===== src/hw/rtl/string_escape_decoder_assert.svh =====
// Assertion macros for the string escape decoder.
`ifndef STRING_ESCAPE_DECODER_ASSERT_SVH
`define STRING_ESCAPE_DECODER_ASSERT_SVH

`ifndef ASSERT_OFF
`define SED_ASSERT(lbl, clk, rst_n, prop) \
    lbl: assert property (@(posedge clk) disable iff (!rst_n) prop) \
        else $error("string_escape_decoder check failed");
`define SED_ASSERT_ALWAYS(lbl, clk, prop) \
    lbl: assert property (@(posedge clk) prop) \
        else $error("string_escape_decoder check failed");
`else
`define SED_ASSERT(lbl, clk, rst_n, prop)
`define SED_ASSERT_ALWAYS(lbl, clk, prop)
`endif

`endif


===== src/hw/rtl/sed_pkg.sv =====
`timescale 1ns / 1ps

package sed_pkg;

    localparam int QUEUE_DEPTH = 4;

    typedef enum logic [2:0] {
        PH_TEXT = 3'd0,
        PH_ESC  = 3'd1,
        PH_HEX1 = 3'd2,
        PH_HEX2 = 3'd3,
        PH_CTRL = 3'd4,
        PH_DROP = 3'd5
    } phase_t;

    // One queued result; dbl marks the leading control one (emitted as 2 then data)
    typedef struct packed {
        logic       dbl;
        logic [7:0] data;
        logic       last;
        logic       err;
    } op_t;

    typedef struct packed {
        logic full;
        logic empty;
    } q_status_t;

    localparam logic [7:0] CH_NUL    = 8'h00;
    localparam logic [7:0] CH_BSLASH = 8'h5C;
    localparam logic [7:0] CH_X      = 8'h78;
    localparam logic [7:0] CH_C      = 8'h63;
    localparam logic [7:0] CH_R      = 8'h72;
    localparam logic [7:0] CH_N      = 8'h6E;
    localparam logic [7:0] CH_T      = 8'h74;
    localparam logic [7:0] CH_P      = 8'h70;
    localparam logic [7:0] CH_O      = 8'h6F;
    localparam logic [7:0] CH_0      = 8'h30;
    localparam logic [7:0] CH_9      = 8'h39;
    localparam logic [7:0] CH_UA     = 8'h41;
    localparam logic [7:0] CH_UF     = 8'h46;
    localparam logic [7:0] CH_LA     = 8'h61;
    localparam logic [7:0] CH_LF     = 8'h66;

    localparam logic [7:0] CODE_CR   = 8'h0D;
    localparam logic [7:0] CODE_LF   = 8'h0A;
    localparam logic [7:0] CODE_TAB  = 8'h09;
    localparam logic [7:0] CODE_ONE  = 8'h01;
    localparam logic [7:0] CODE_LEAD = 8'h02;
    localparam logic [7:0] CODE_R    = 8'd15;
    localparam logic [7:0] CODE_P    = 8'd16;
    localparam logic [7:0] CODE_O    = 8'd17;

    function automatic logic is_digit(input logic [7:0] c);
        return (c >= CH_0) && (c <= CH_9);
    endfunction

    function automatic logic is_hex(input logic [7:0] c);
        return is_digit(c) || ((c >= CH_UA) && (c <= CH_UF)) ||
               ((c >= CH_LA) && (c <= CH_LF));
    endfunction

    // Letters A-F / a-f have low nibble 1..6
    function automatic logic [3:0] hex_nib(input logic [7:0] c);
        return is_digit(c) ? c[3:0] : c[3:0] + 4'd9;
    endfunction

    function automatic logic ctrl_ok(input logic [7:0] c);
        return (c == CH_R) || (c == CH_P) || (c == CH_O) || is_digit(c);
    endfunction

    function automatic logic [7:0] ctrl_code(input logic [7:0] c);
        logic [7:0] v;
        v = CODE_ONE;
        if (c == CH_R) begin
            v = CODE_R;
        end else if (c == CH_P) begin
            v = CODE_P;
        end else if (c == CH_O) begin
            v = CODE_O;
        end else begin
            case (c[3:0])
                4'd0:    v = 8'h01;
                4'd1:    v = 8'h02;
                4'd2:    v = 8'h03;
                4'd3:    v = 8'h04;
                4'd4:    v = 8'h05;
                4'd5:    v = 8'h06;
                4'd6:    v = 8'h07;
                4'd7:    v = 8'h0B;
                4'd8:    v = 8'h0C;
                4'd9:    v = 8'h0E;
                default: v = CODE_ONE;
            endcase
        end
        return v;
    endfunction

endpackage


===== src/hw/rtl/string_escape_decoder.sv =====
`timescale 1ns / 1ps
// String escape decoder.
// s_ channel: one string byte per transfer in s_tdata; a zero byte ends the string.
// m_ channel: one decoded byte per transfer in m_tdata. The transfer answering the
//   terminating zero has m_tlast high and m_tdata zero; m_tuser on it flags a
//   malformed hex or control escape seen in that string (m_tuser is 0 elsewhere).
// Escapes: \xHH, \c with 0-9/r/p/o, \r \n \t, and backslash-other gives other.
// Throughput: one input byte per cycle while the queue is not full. Bytes that
//   open an escape give no output. A leading control one is sent as two
//   transfers (2 then 1); the queue absorbs it.
// An accepted byte is written into the queue; the output register loads it from
//   the queue head when that register is empty or its current transfer is taken.
// The classifier feeds a QUEUE_DEPTH entry queue; the output stage drains it.
// When the receiver stalls, the output register holds and the queue fills;
//   s_tready drops only when the queue is full.
// Reset (aresetn low, synchronous) returns to normal text, empties the queue
//   and clears m_tvalid.
`include "string_escape_decoder_assert.svh"

module string_escape_decoder #(
    parameter int QUEUE_DEPTH = sed_pkg::QUEUE_DEPTH
) (
    input  logic       aclk,
    input  logic       aresetn,
    input  logic       s_tvalid,
    output logic       s_tready,
    input  logic [7:0] s_tdata,   // [7:0] in_byte
    output logic       m_tvalid,
    input  logic       m_tready,
    output logic [7:0] m_tdata,   // [7:0] out_byte
    output logic       m_tlast,   // end_flag
    output logic       m_tuser    // error_flag
);

    localparam int CW = $clog2(QUEUE_DEPTH + 1);

    logic               push;
    logic               pop;
    sed_pkg::op_t       push_op;
    sed_pkg::op_t       head;
    sed_pkg::q_status_t q_status;
    logic [CW-1:0]      q_count;

    sed_front u_front (
        .aclk     (aclk),
        .aresetn  (aresetn),
        .s_tvalid (s_tvalid),
        .s_tready (s_tready),
        .s_tdata  (s_tdata),
        .q_status (q_status),
        .push     (push),
        .push_op  (push_op)
    );

    sed_queue #(
        .DEPTH (QUEUE_DEPTH)
    ) u_queue (
        .aclk    (aclk),
        .aresetn (aresetn),
        .push    (push),
        .push_op (push_op),
        .pop     (pop),
        .head    (head),
        .status  (q_status),
        .count   (q_count)
    );

    sed_back u_back (
        .aclk     (aclk),
        .aresetn  (aresetn),
        .head     (head),
        .q_status (q_status),
        .pop      (pop),
        .m_tvalid (m_tvalid),
        .m_tready (m_tready),
        .m_tdata  (m_tdata),
        .m_tlast  (m_tlast),
        .m_tuser  (m_tuser)
    );

    `SED_ASSERT(a_count_bound, aclk, aresetn, q_count <= CW'(QUEUE_DEPTH))
    `SED_ASSERT(a_err_only_on_end, aclk, aresetn, (m_tvalid && m_tuser) |-> m_tlast)
    `SED_ASSERT(a_end_queued, aclk, aresetn,
        (s_tvalid && s_tready && s_tdata == sed_pkg::CH_NUL) |=> (q_count != '0 || m_tvalid))
    `SED_ASSERT(a_no_push_when_full, aclk, aresetn, q_status.full |-> !push)

endmodule


===== src/hw/rtl/sed_front.sv =====
`timescale 1ns / 1ps

module sed_front (
    input  logic               aclk,
    input  logic               aresetn,
    input  logic               s_tvalid,
    output logic               s_tready,
    input  logic [7:0]         s_tdata,   // [7:0] in_byte
    input  sed_pkg::q_status_t q_status,
    output logic               push,
    output sed_pkg::op_t       push_op
);

    sed_pkg::phase_t phase_reg, phase_next;
    logic [3:0]      nibble_reg, nibble_next;
    logic            any_reg, any_next;
    logic            err_reg, err_next;
    logic            accept;
    logic [7:0]      c;

    assign s_tready = !q_status.full;
    assign accept   = s_tvalid && s_tready;
    assign c        = s_tdata;

    always_ff @(posedge aclk) begin
        if (!aresetn) begin
            phase_reg  <= sed_pkg::PH_TEXT;
            nibble_reg <= '0;
            any_reg    <= 1'b0;
            err_reg    <= 1'b0;
        end else begin
            phase_reg  <= phase_next;
            nibble_reg <= nibble_next;
            any_reg    <= any_next;
            err_reg    <= err_next;
        end
    end

    // next state
    always_comb begin
        phase_next  = phase_reg;
        nibble_next = nibble_reg;
        any_next    = any_reg;
        err_next    = err_reg;
        if (accept) begin
            if (c == sed_pkg::CH_NUL) begin
                phase_next  = sed_pkg::PH_TEXT;
                nibble_next = '0;
                any_next    = 1'b0;
                err_next    = 1'b0;
            end else begin
                case (phase_reg)
                    sed_pkg::PH_ESC: begin
                        if (c == sed_pkg::CH_X) begin
                            phase_next = sed_pkg::PH_HEX1;
                        end else if (c == sed_pkg::CH_C) begin
                            phase_next = sed_pkg::PH_CTRL;
                        end else begin
                            phase_next = sed_pkg::PH_TEXT;
                            any_next   = 1'b1;
                        end
                    end
                    sed_pkg::PH_HEX1: begin
                        if (sed_pkg::is_hex(c)) begin
                            phase_next  = sed_pkg::PH_HEX2;
                            nibble_next = sed_pkg::hex_nib(c);
                        end else begin
                            phase_next = sed_pkg::PH_DROP;
                            err_next   = 1'b1;
                        end
                    end
                    sed_pkg::PH_HEX2: begin
                        if (sed_pkg::is_hex(c)) begin
                            phase_next = sed_pkg::PH_TEXT;
                            any_next   = 1'b1;
                        end else begin
                            phase_next = sed_pkg::PH_DROP;
                            err_next   = 1'b1;
                        end
                    end
                    sed_pkg::PH_CTRL: begin
                        if (sed_pkg::ctrl_ok(c)) begin
                            phase_next = sed_pkg::PH_TEXT;
                            any_next   = 1'b1;
                        end else begin
                            phase_next = sed_pkg::PH_DROP;
                            err_next   = 1'b1;
                        end
                    end
                    sed_pkg::PH_DROP: begin
                        phase_next = sed_pkg::PH_DROP;
                    end
                    default: begin
                        if (c == sed_pkg::CH_BSLASH) begin
                            phase_next = sed_pkg::PH_ESC;
                        end else begin
                            phase_next = sed_pkg::PH_TEXT;
                            any_next   = 1'b1;
                        end
                    end
                endcase
            end
        end
    end

    // outputs: classify into a queued result
    always_comb begin
        logic emit;
        logic [7:0] ctrl_v;
        emit         = 1'b0;
        ctrl_v       = sed_pkg::ctrl_code(c);
        push_op.dbl  = 1'b0;
        push_op.data = c;
        push_op.last = 1'b0;
        push_op.err  = 1'b0;
        if (c == sed_pkg::CH_NUL) begin
            emit         = 1'b1;
            push_op.data = sed_pkg::CH_NUL;
            push_op.last = 1'b1;
            push_op.err  = err_reg || (phase_reg == sed_pkg::PH_HEX1) ||
                           (phase_reg == sed_pkg::PH_HEX2) ||
                           (phase_reg == sed_pkg::PH_CTRL);
        end else begin
            case (phase_reg)
                sed_pkg::PH_ESC: begin
                    emit = (c != sed_pkg::CH_X) && (c != sed_pkg::CH_C);
                    if (c == sed_pkg::CH_R) begin
                        push_op.data = sed_pkg::CODE_CR;
                    end else if (c == sed_pkg::CH_N) begin
                        push_op.data = sed_pkg::CODE_LF;
                    end else if (c == sed_pkg::CH_T) begin
                        push_op.data = sed_pkg::CODE_TAB;
                    end
                end
                sed_pkg::PH_HEX1: begin
                    emit = 1'b0;
                end
                sed_pkg::PH_HEX2: begin
                    emit         = sed_pkg::is_hex(c);
                    push_op.data = {nibble_reg, sed_pkg::hex_nib(c)};
                end
                sed_pkg::PH_CTRL: begin
                    emit         = sed_pkg::ctrl_ok(c);
                    push_op.data = ctrl_v;
                    push_op.dbl  = (ctrl_v == sed_pkg::CODE_ONE) && !any_reg;
                end
                sed_pkg::PH_DROP: begin
                    emit = 1'b0;
                end
                default: begin
                    emit = (c != sed_pkg::CH_BSLASH);
                end
            endcase
        end
        push = accept && emit;
    end

endmodule


===== src/hw/rtl/sed_queue.sv =====
`timescale 1ns / 1ps

module sed_queue #(
    parameter int DEPTH = sed_pkg::QUEUE_DEPTH
) (
    input  logic                       aclk,
    input  logic                       aresetn,
    input  logic                       push,
    input  sed_pkg::op_t               push_op,
    input  logic                       pop,
    output sed_pkg::op_t               head,
    output sed_pkg::q_status_t         status,
    output logic [$clog2(DEPTH+1)-1:0] count
);

    localparam int PW = $clog2(DEPTH);
    localparam int CW = $clog2(DEPTH + 1);

    sed_pkg::op_t    entry_reg [DEPTH];
    logic [PW-1:0]   wr_ptr_reg, wr_ptr_next;
    logic [PW-1:0]   rd_ptr_reg, rd_ptr_next;
    logic [CW-1:0]   count_reg, count_next;
    logic            do_push, do_pop;

    assign status.full  = (count_reg == CW'(DEPTH));
    assign status.empty = (count_reg == '0);
    assign do_push      = push && !status.full;
    assign do_pop       = pop && !status.empty;
    assign head         = entry_reg[rd_ptr_reg];
    assign count        = count_reg;

    always_comb begin
        wr_ptr_next = wr_ptr_reg;
        rd_ptr_next = rd_ptr_reg;
        count_next  = count_reg;
        if (do_push) begin
            wr_ptr_next = (wr_ptr_reg == PW'(DEPTH - 1)) ? '0 : wr_ptr_reg + 1'b1;
        end
        if (do_pop) begin
            rd_ptr_next = (rd_ptr_reg == PW'(DEPTH - 1)) ? '0 : rd_ptr_reg + 1'b1;
        end
        if (do_push && !do_pop) begin
            count_next = count_reg + 1'b1;
        end else if (do_pop && !do_push) begin
            count_next = count_reg - 1'b1;
        end
    end

    always_ff @(posedge aclk) begin
        if (!aresetn) begin
            wr_ptr_reg <= '0;
            rd_ptr_reg <= '0;
            count_reg  <= '0;
        end else begin
            wr_ptr_reg <= wr_ptr_next;
            rd_ptr_reg <= rd_ptr_next;
            count_reg  <= count_next;
        end
    end

    always_ff @(posedge aclk) begin
        if (do_push) begin
            entry_reg[wr_ptr_reg] <= push_op;
        end
    end

endmodule


===== src/hw/rtl/sed_back.sv =====
`timescale 1ns / 1ps

module sed_back (
    input  logic               aclk,
    input  logic               aresetn,
    input  sed_pkg::op_t       head,
    input  sed_pkg::q_status_t q_status,
    output logic               pop,
    output logic               m_tvalid,
    input  logic               m_tready,
    output logic [7:0]         m_tdata,   // [7:0] out_byte
    output logic               m_tlast,   // end_flag
    output logic               m_tuser    // error_flag
);

    logic       valid_reg, valid_next;
    logic [7:0] data_reg, data_next;
    logic       last_reg, last_next;
    logic       user_reg, user_next;
    logic       half_reg, half_next;
    logic       load;

    assign load = !valid_reg || m_tready;

    always_comb begin
        valid_next = valid_reg;
        data_next  = data_reg;
        last_next  = last_reg;
        user_next  = user_reg;
        half_next  = half_reg;
        pop        = 1'b0;
        if (load) begin
            valid_next = !q_status.empty;
            if (!q_status.empty) begin
                if (head.dbl && !half_reg) begin
                    data_next = sed_pkg::CODE_LEAD;
                    last_next = 1'b0;
                    user_next = 1'b0;
                    half_next = 1'b1;
                end else begin
                    data_next = head.data;
                    last_next = head.last;
                    user_next = head.err;
                    half_next = 1'b0;
                    pop       = 1'b1;
                end
            end
        end
    end

    always_ff @(posedge aclk) begin
        if (!aresetn) begin
            valid_reg <= 1'b0;
            half_reg  <= 1'b0;
        end else begin
            valid_reg <= valid_next;
            half_reg  <= half_next;
        end
    end

    always_ff @(posedge aclk) begin
        data_reg <= data_next;
        last_reg <= last_next;
        user_reg <= user_next;
    end

    assign m_tvalid = valid_reg;
    assign m_tdata  = data_reg;
    assign m_tlast  = last_reg;
    assign m_tuser  = user_reg;

endmodule

===== config.mk =====
export PLATFORM = sky130hd
export DESIGN_NAME = string_escape_decoder
export DESIGN_NICKNAME = d
export VERILOG_FILES = /design/src/hw/rtl/sed_pkg.sv /design/src/hw/rtl/string_escape_decoder.sv /design/src/hw/rtl/sed_front.sv /design/src/hw/rtl/sed_queue.sv /design/src/hw/rtl/sed_back.sv
export VERILOG_INCLUDE_DIRS = /design/src /design/src/hw/rtl
export SDC_FILE = /design/constraint.sdc
export NUM_CORES = 1
export LEC_CHECK = 0
export BUFFER_PORTS_ARGS = -buffer_cell sky130_fd_sc_hd__buf_4
export CORE_MARGIN = 2
export CORE_UTILIZATION = 61
export DETAILED_ROUTE_END_ITERATION = 7
export PLACE_DENSITY_LB_ADDON = 0.3
export SYNTH_ARGS = -nofsm -noshare
export SYNTH_HDL_FRONTEND = slang
export SYNTH_HIERARCHICAL = 1
export SYNTH_SLANG_ARGS = --single-unit

===== constraint.sdc =====
create_clock -name aclk -period 8.39 [get_ports aclk]
set_input_delay 0.839 -clock aclk [delete_from_list [all_inputs] [get_ports aclk]]
set_output_delay 0.839 -clock aclk [all_outputs]
set_load 0.02 [all_outputs]

==> flow_summary.ini <==
[sta]
setup_ws_ps = 3800
relSlewSlack_pct = 38.5
fin_crit_ps = 4590
tightest_slew_ps = 920
max_freq_ghz = 0.218
rsz0062_at_grt = no
skew_ps = 13.2
finalSetupTns_ps = 0
slew_violations = 0
fin_crit_sh_pct = 54.8
finalSetupViolCount = 0
final-hold-violation-count = 0

[global_routing]
antenna_found_initial = 0
grt_usage_pct = 24.1
grt-ovfl-total = 0
grt_pass1_vias = 2720
grt_max_degree = 26
grt_pass1_wl_um = 13600

[finish]
mostFrequentLayoutCells = edfxtp_1, buf_4, nor2_1, nand2_1
finalNonFillerCells = 441
antennaDiodeCount = 0
syn_to_final_growth_pct = 9.96
drive_above_1_share_pct = 17.3
layout_commonest_cell = edfxtp_1
largest_reg_flops = 44
finalNetCount = 385
final_util_pct = 69.4
design_area_sq_um = 4410

[logic_synthesis]
synth_nets = 373
synth_ff_type = edfxtp_1
synth_edf_count = 54
synthArstFlopShare_pct = 0
ys_ff_latch = 74
yosysSeqAreaShare_pct = 50.5
yosys_warnings = 6
synth_cell_types = 70
syn_area_per_cell_sq_um = 11.5
syn-cell-area_sq_um = 4010
syn_inst = 347

[drt]
drcViolationCount = 0
vias = 2907
drt_iter0_drc = 198
antenna_left = 0
dr.pass1.iters = 7
routed_wl_um = 8400
vias_per_cell = 6.59
routedWlPerCell_um = 19.0

[outcome]
status = completed

[setup_path]
reg2reg_slack_ps = 5080
regToRegEndpoint = u_queue/count[2]
cp.arrival_ps = 4850
worstSetupPathType = in2reg
endpoint_kind = register
timing.reg2reg.worst_path_depth = 11
r2r_start = u_front/phase_reg[1]
path_max_fanout = 14
worstPathRequired_ps = 8650
crit_start = s_tdata[1]
worstSetupStartpointType = primary input
crit_end = u_queue/count[2]

[placed_design]
dp_hpwl_um = 5850
place_congestion = 0.989
place_area_sq_um = 4190
place.port_buffers = 23
dp_slack_ps = 3550
placed_cells = 425

[floorplan]
dieArea_sq_um = 7230
start_util_pct = 63.1
fp.dieH_um = 85.0
die_x_um = 85.0
row_count = 29
core_sq_um = 6350
io_pins = 24

[clock_tree]
numCtsBuffers = 9
cts.clk_slew.worst_paths_ps = 80
clock_sinks = 74
cts-root-buf = clkbuf_8
clockBufferDepth = 2
cts-resized-gates = 0
ctsHoldBuffers = 0
post-cts-setup-buffers = 0
clk_latency_ps = 330
htree_levels = 3
cts_tree = yes

[power]
pwr_density_cell_nw_per_um2 = 264
cellLeakagePower_nw = 1.63
irDropWorstVdd_v = 0.000232

[flow_run]
drv_cap = 0

[hold_path]
min_path_type = reg2reg
-- how the worst min path moves through the flow --
| stage | endpoint | slack [ps] | from | cells past startpoint |
|---|---|---|---|---|
| global placement | u_back/half_reg | 440 | u_back/half_reg | 2 |
| detailed placement | u_back/half_reg | 460 | u_back/half_reg | 2 |
| global route | u_front/nibble_reg[0] | 490 | u_front/nibble_reg[0] | 2 |
| floorplan | u_back/half_reg | 430 | u_back/half_reg | 2 |
| finish | u_back/half_reg | 470 | u_back/half_reg | 2 |
| CTS | u_front/nibble_reg[0] | 480 | u_front/nibble_reg[0] | 2 |
-- Yosys cell counts (4+ instances only) --
master	n	area share, %
a21oi_1	13	1.6
a31oi_1	10	1.6
and2_1	20	3.1
buf_2	5	0.62
clkbuf_1	15	1.4
dfxtp_1	20	10
edfxtp_1	54	40
ha_1	13	4.1
inv_1	16	1.5
mux2i_1	8	2.0
mux4_2	11	6.2
nand2_1	21	2.0
nand2b_1	4	0.62
nand3_1	6	0.75
nand4_1	4	0.62
nor2_1	23	2.2
nor2b_1	4	0.62
nor3_1	4	0.50
o21ai_0	16	2.0
-- logic make-up (layout without fill, tap and decap cells) --
group                      count (synthesis)  count (layout)  share of synthesized area [%]
and+or+nand+nor                          108             108                           15.1
adders and majority gates                 14              14                           4.56
buffers and inverters                     39              56                           3.93
xor gates and xnor gates                   3               3                          0.656
muxes                                     21              21                           8.74
AOI/OAI and AO/OA                         88              88                           16.5
DFF                                       74              74                           50.5
-- critical path: stages --
cell	delay (ps)
buf_4	160
inv_1	120
ha_1	310
o21bai_4	110
a2111oi_4	680
a311oi_1	210
a2111o_1	450
a31oi_1	170
nor2b_1	450
ha_1	270
inv_1	60
fa_1	380
xor2_1	160
or3_1	310
a21boi_0	160
-- power breakdown --
group | switching [mW] | total, mW | internal (mW)
clock | 0.125 | 0.289 | 0.164
sequential | 0.0458 | 0.533 | 0.488
combinational | 0.185 | 0.340 | 0.155
total | 0.356 | 1.16 | 0.806
-- routing by layer --
| layer | track usage (%) | wire (um) |
|---|---|---|
| met1 | 31.9 | 3630 |
| met2 | 39.7 | 4040 |
| met3 | 3.70 | 490 |
| met4 | 10.5 | 239 |
| met5 | 0 | 0 |
-- cell type report --
| type | count | area (sq um) |
|---|---|---|
| tap | 77 | 96.3 |
| timing repair buffer | 24 | 180 |
| sequential | 74 | 2020 |
| clock buffer | 11 | 163 |
| clock inverter | 5 | 57.6 |
| multi-input combinational | 234 | 1830 |
| fill | 452 | 1940 |
| inverter | 16 | 60.1 |
-- stage by stage --
| step | total power [mW] | hold slack [ps] |
|---|---|---|
| final | 1.16 | 473 |
| after global routing | 1.22 | 490 |
| after CTS | 1.17 | 476 |
| after detailed placement | 0.880 | 460 |
| after global placement | 0.864 | 439 |
| after floorplan | 0.777 | 429 |
Power figures use the tool's default switching activity.
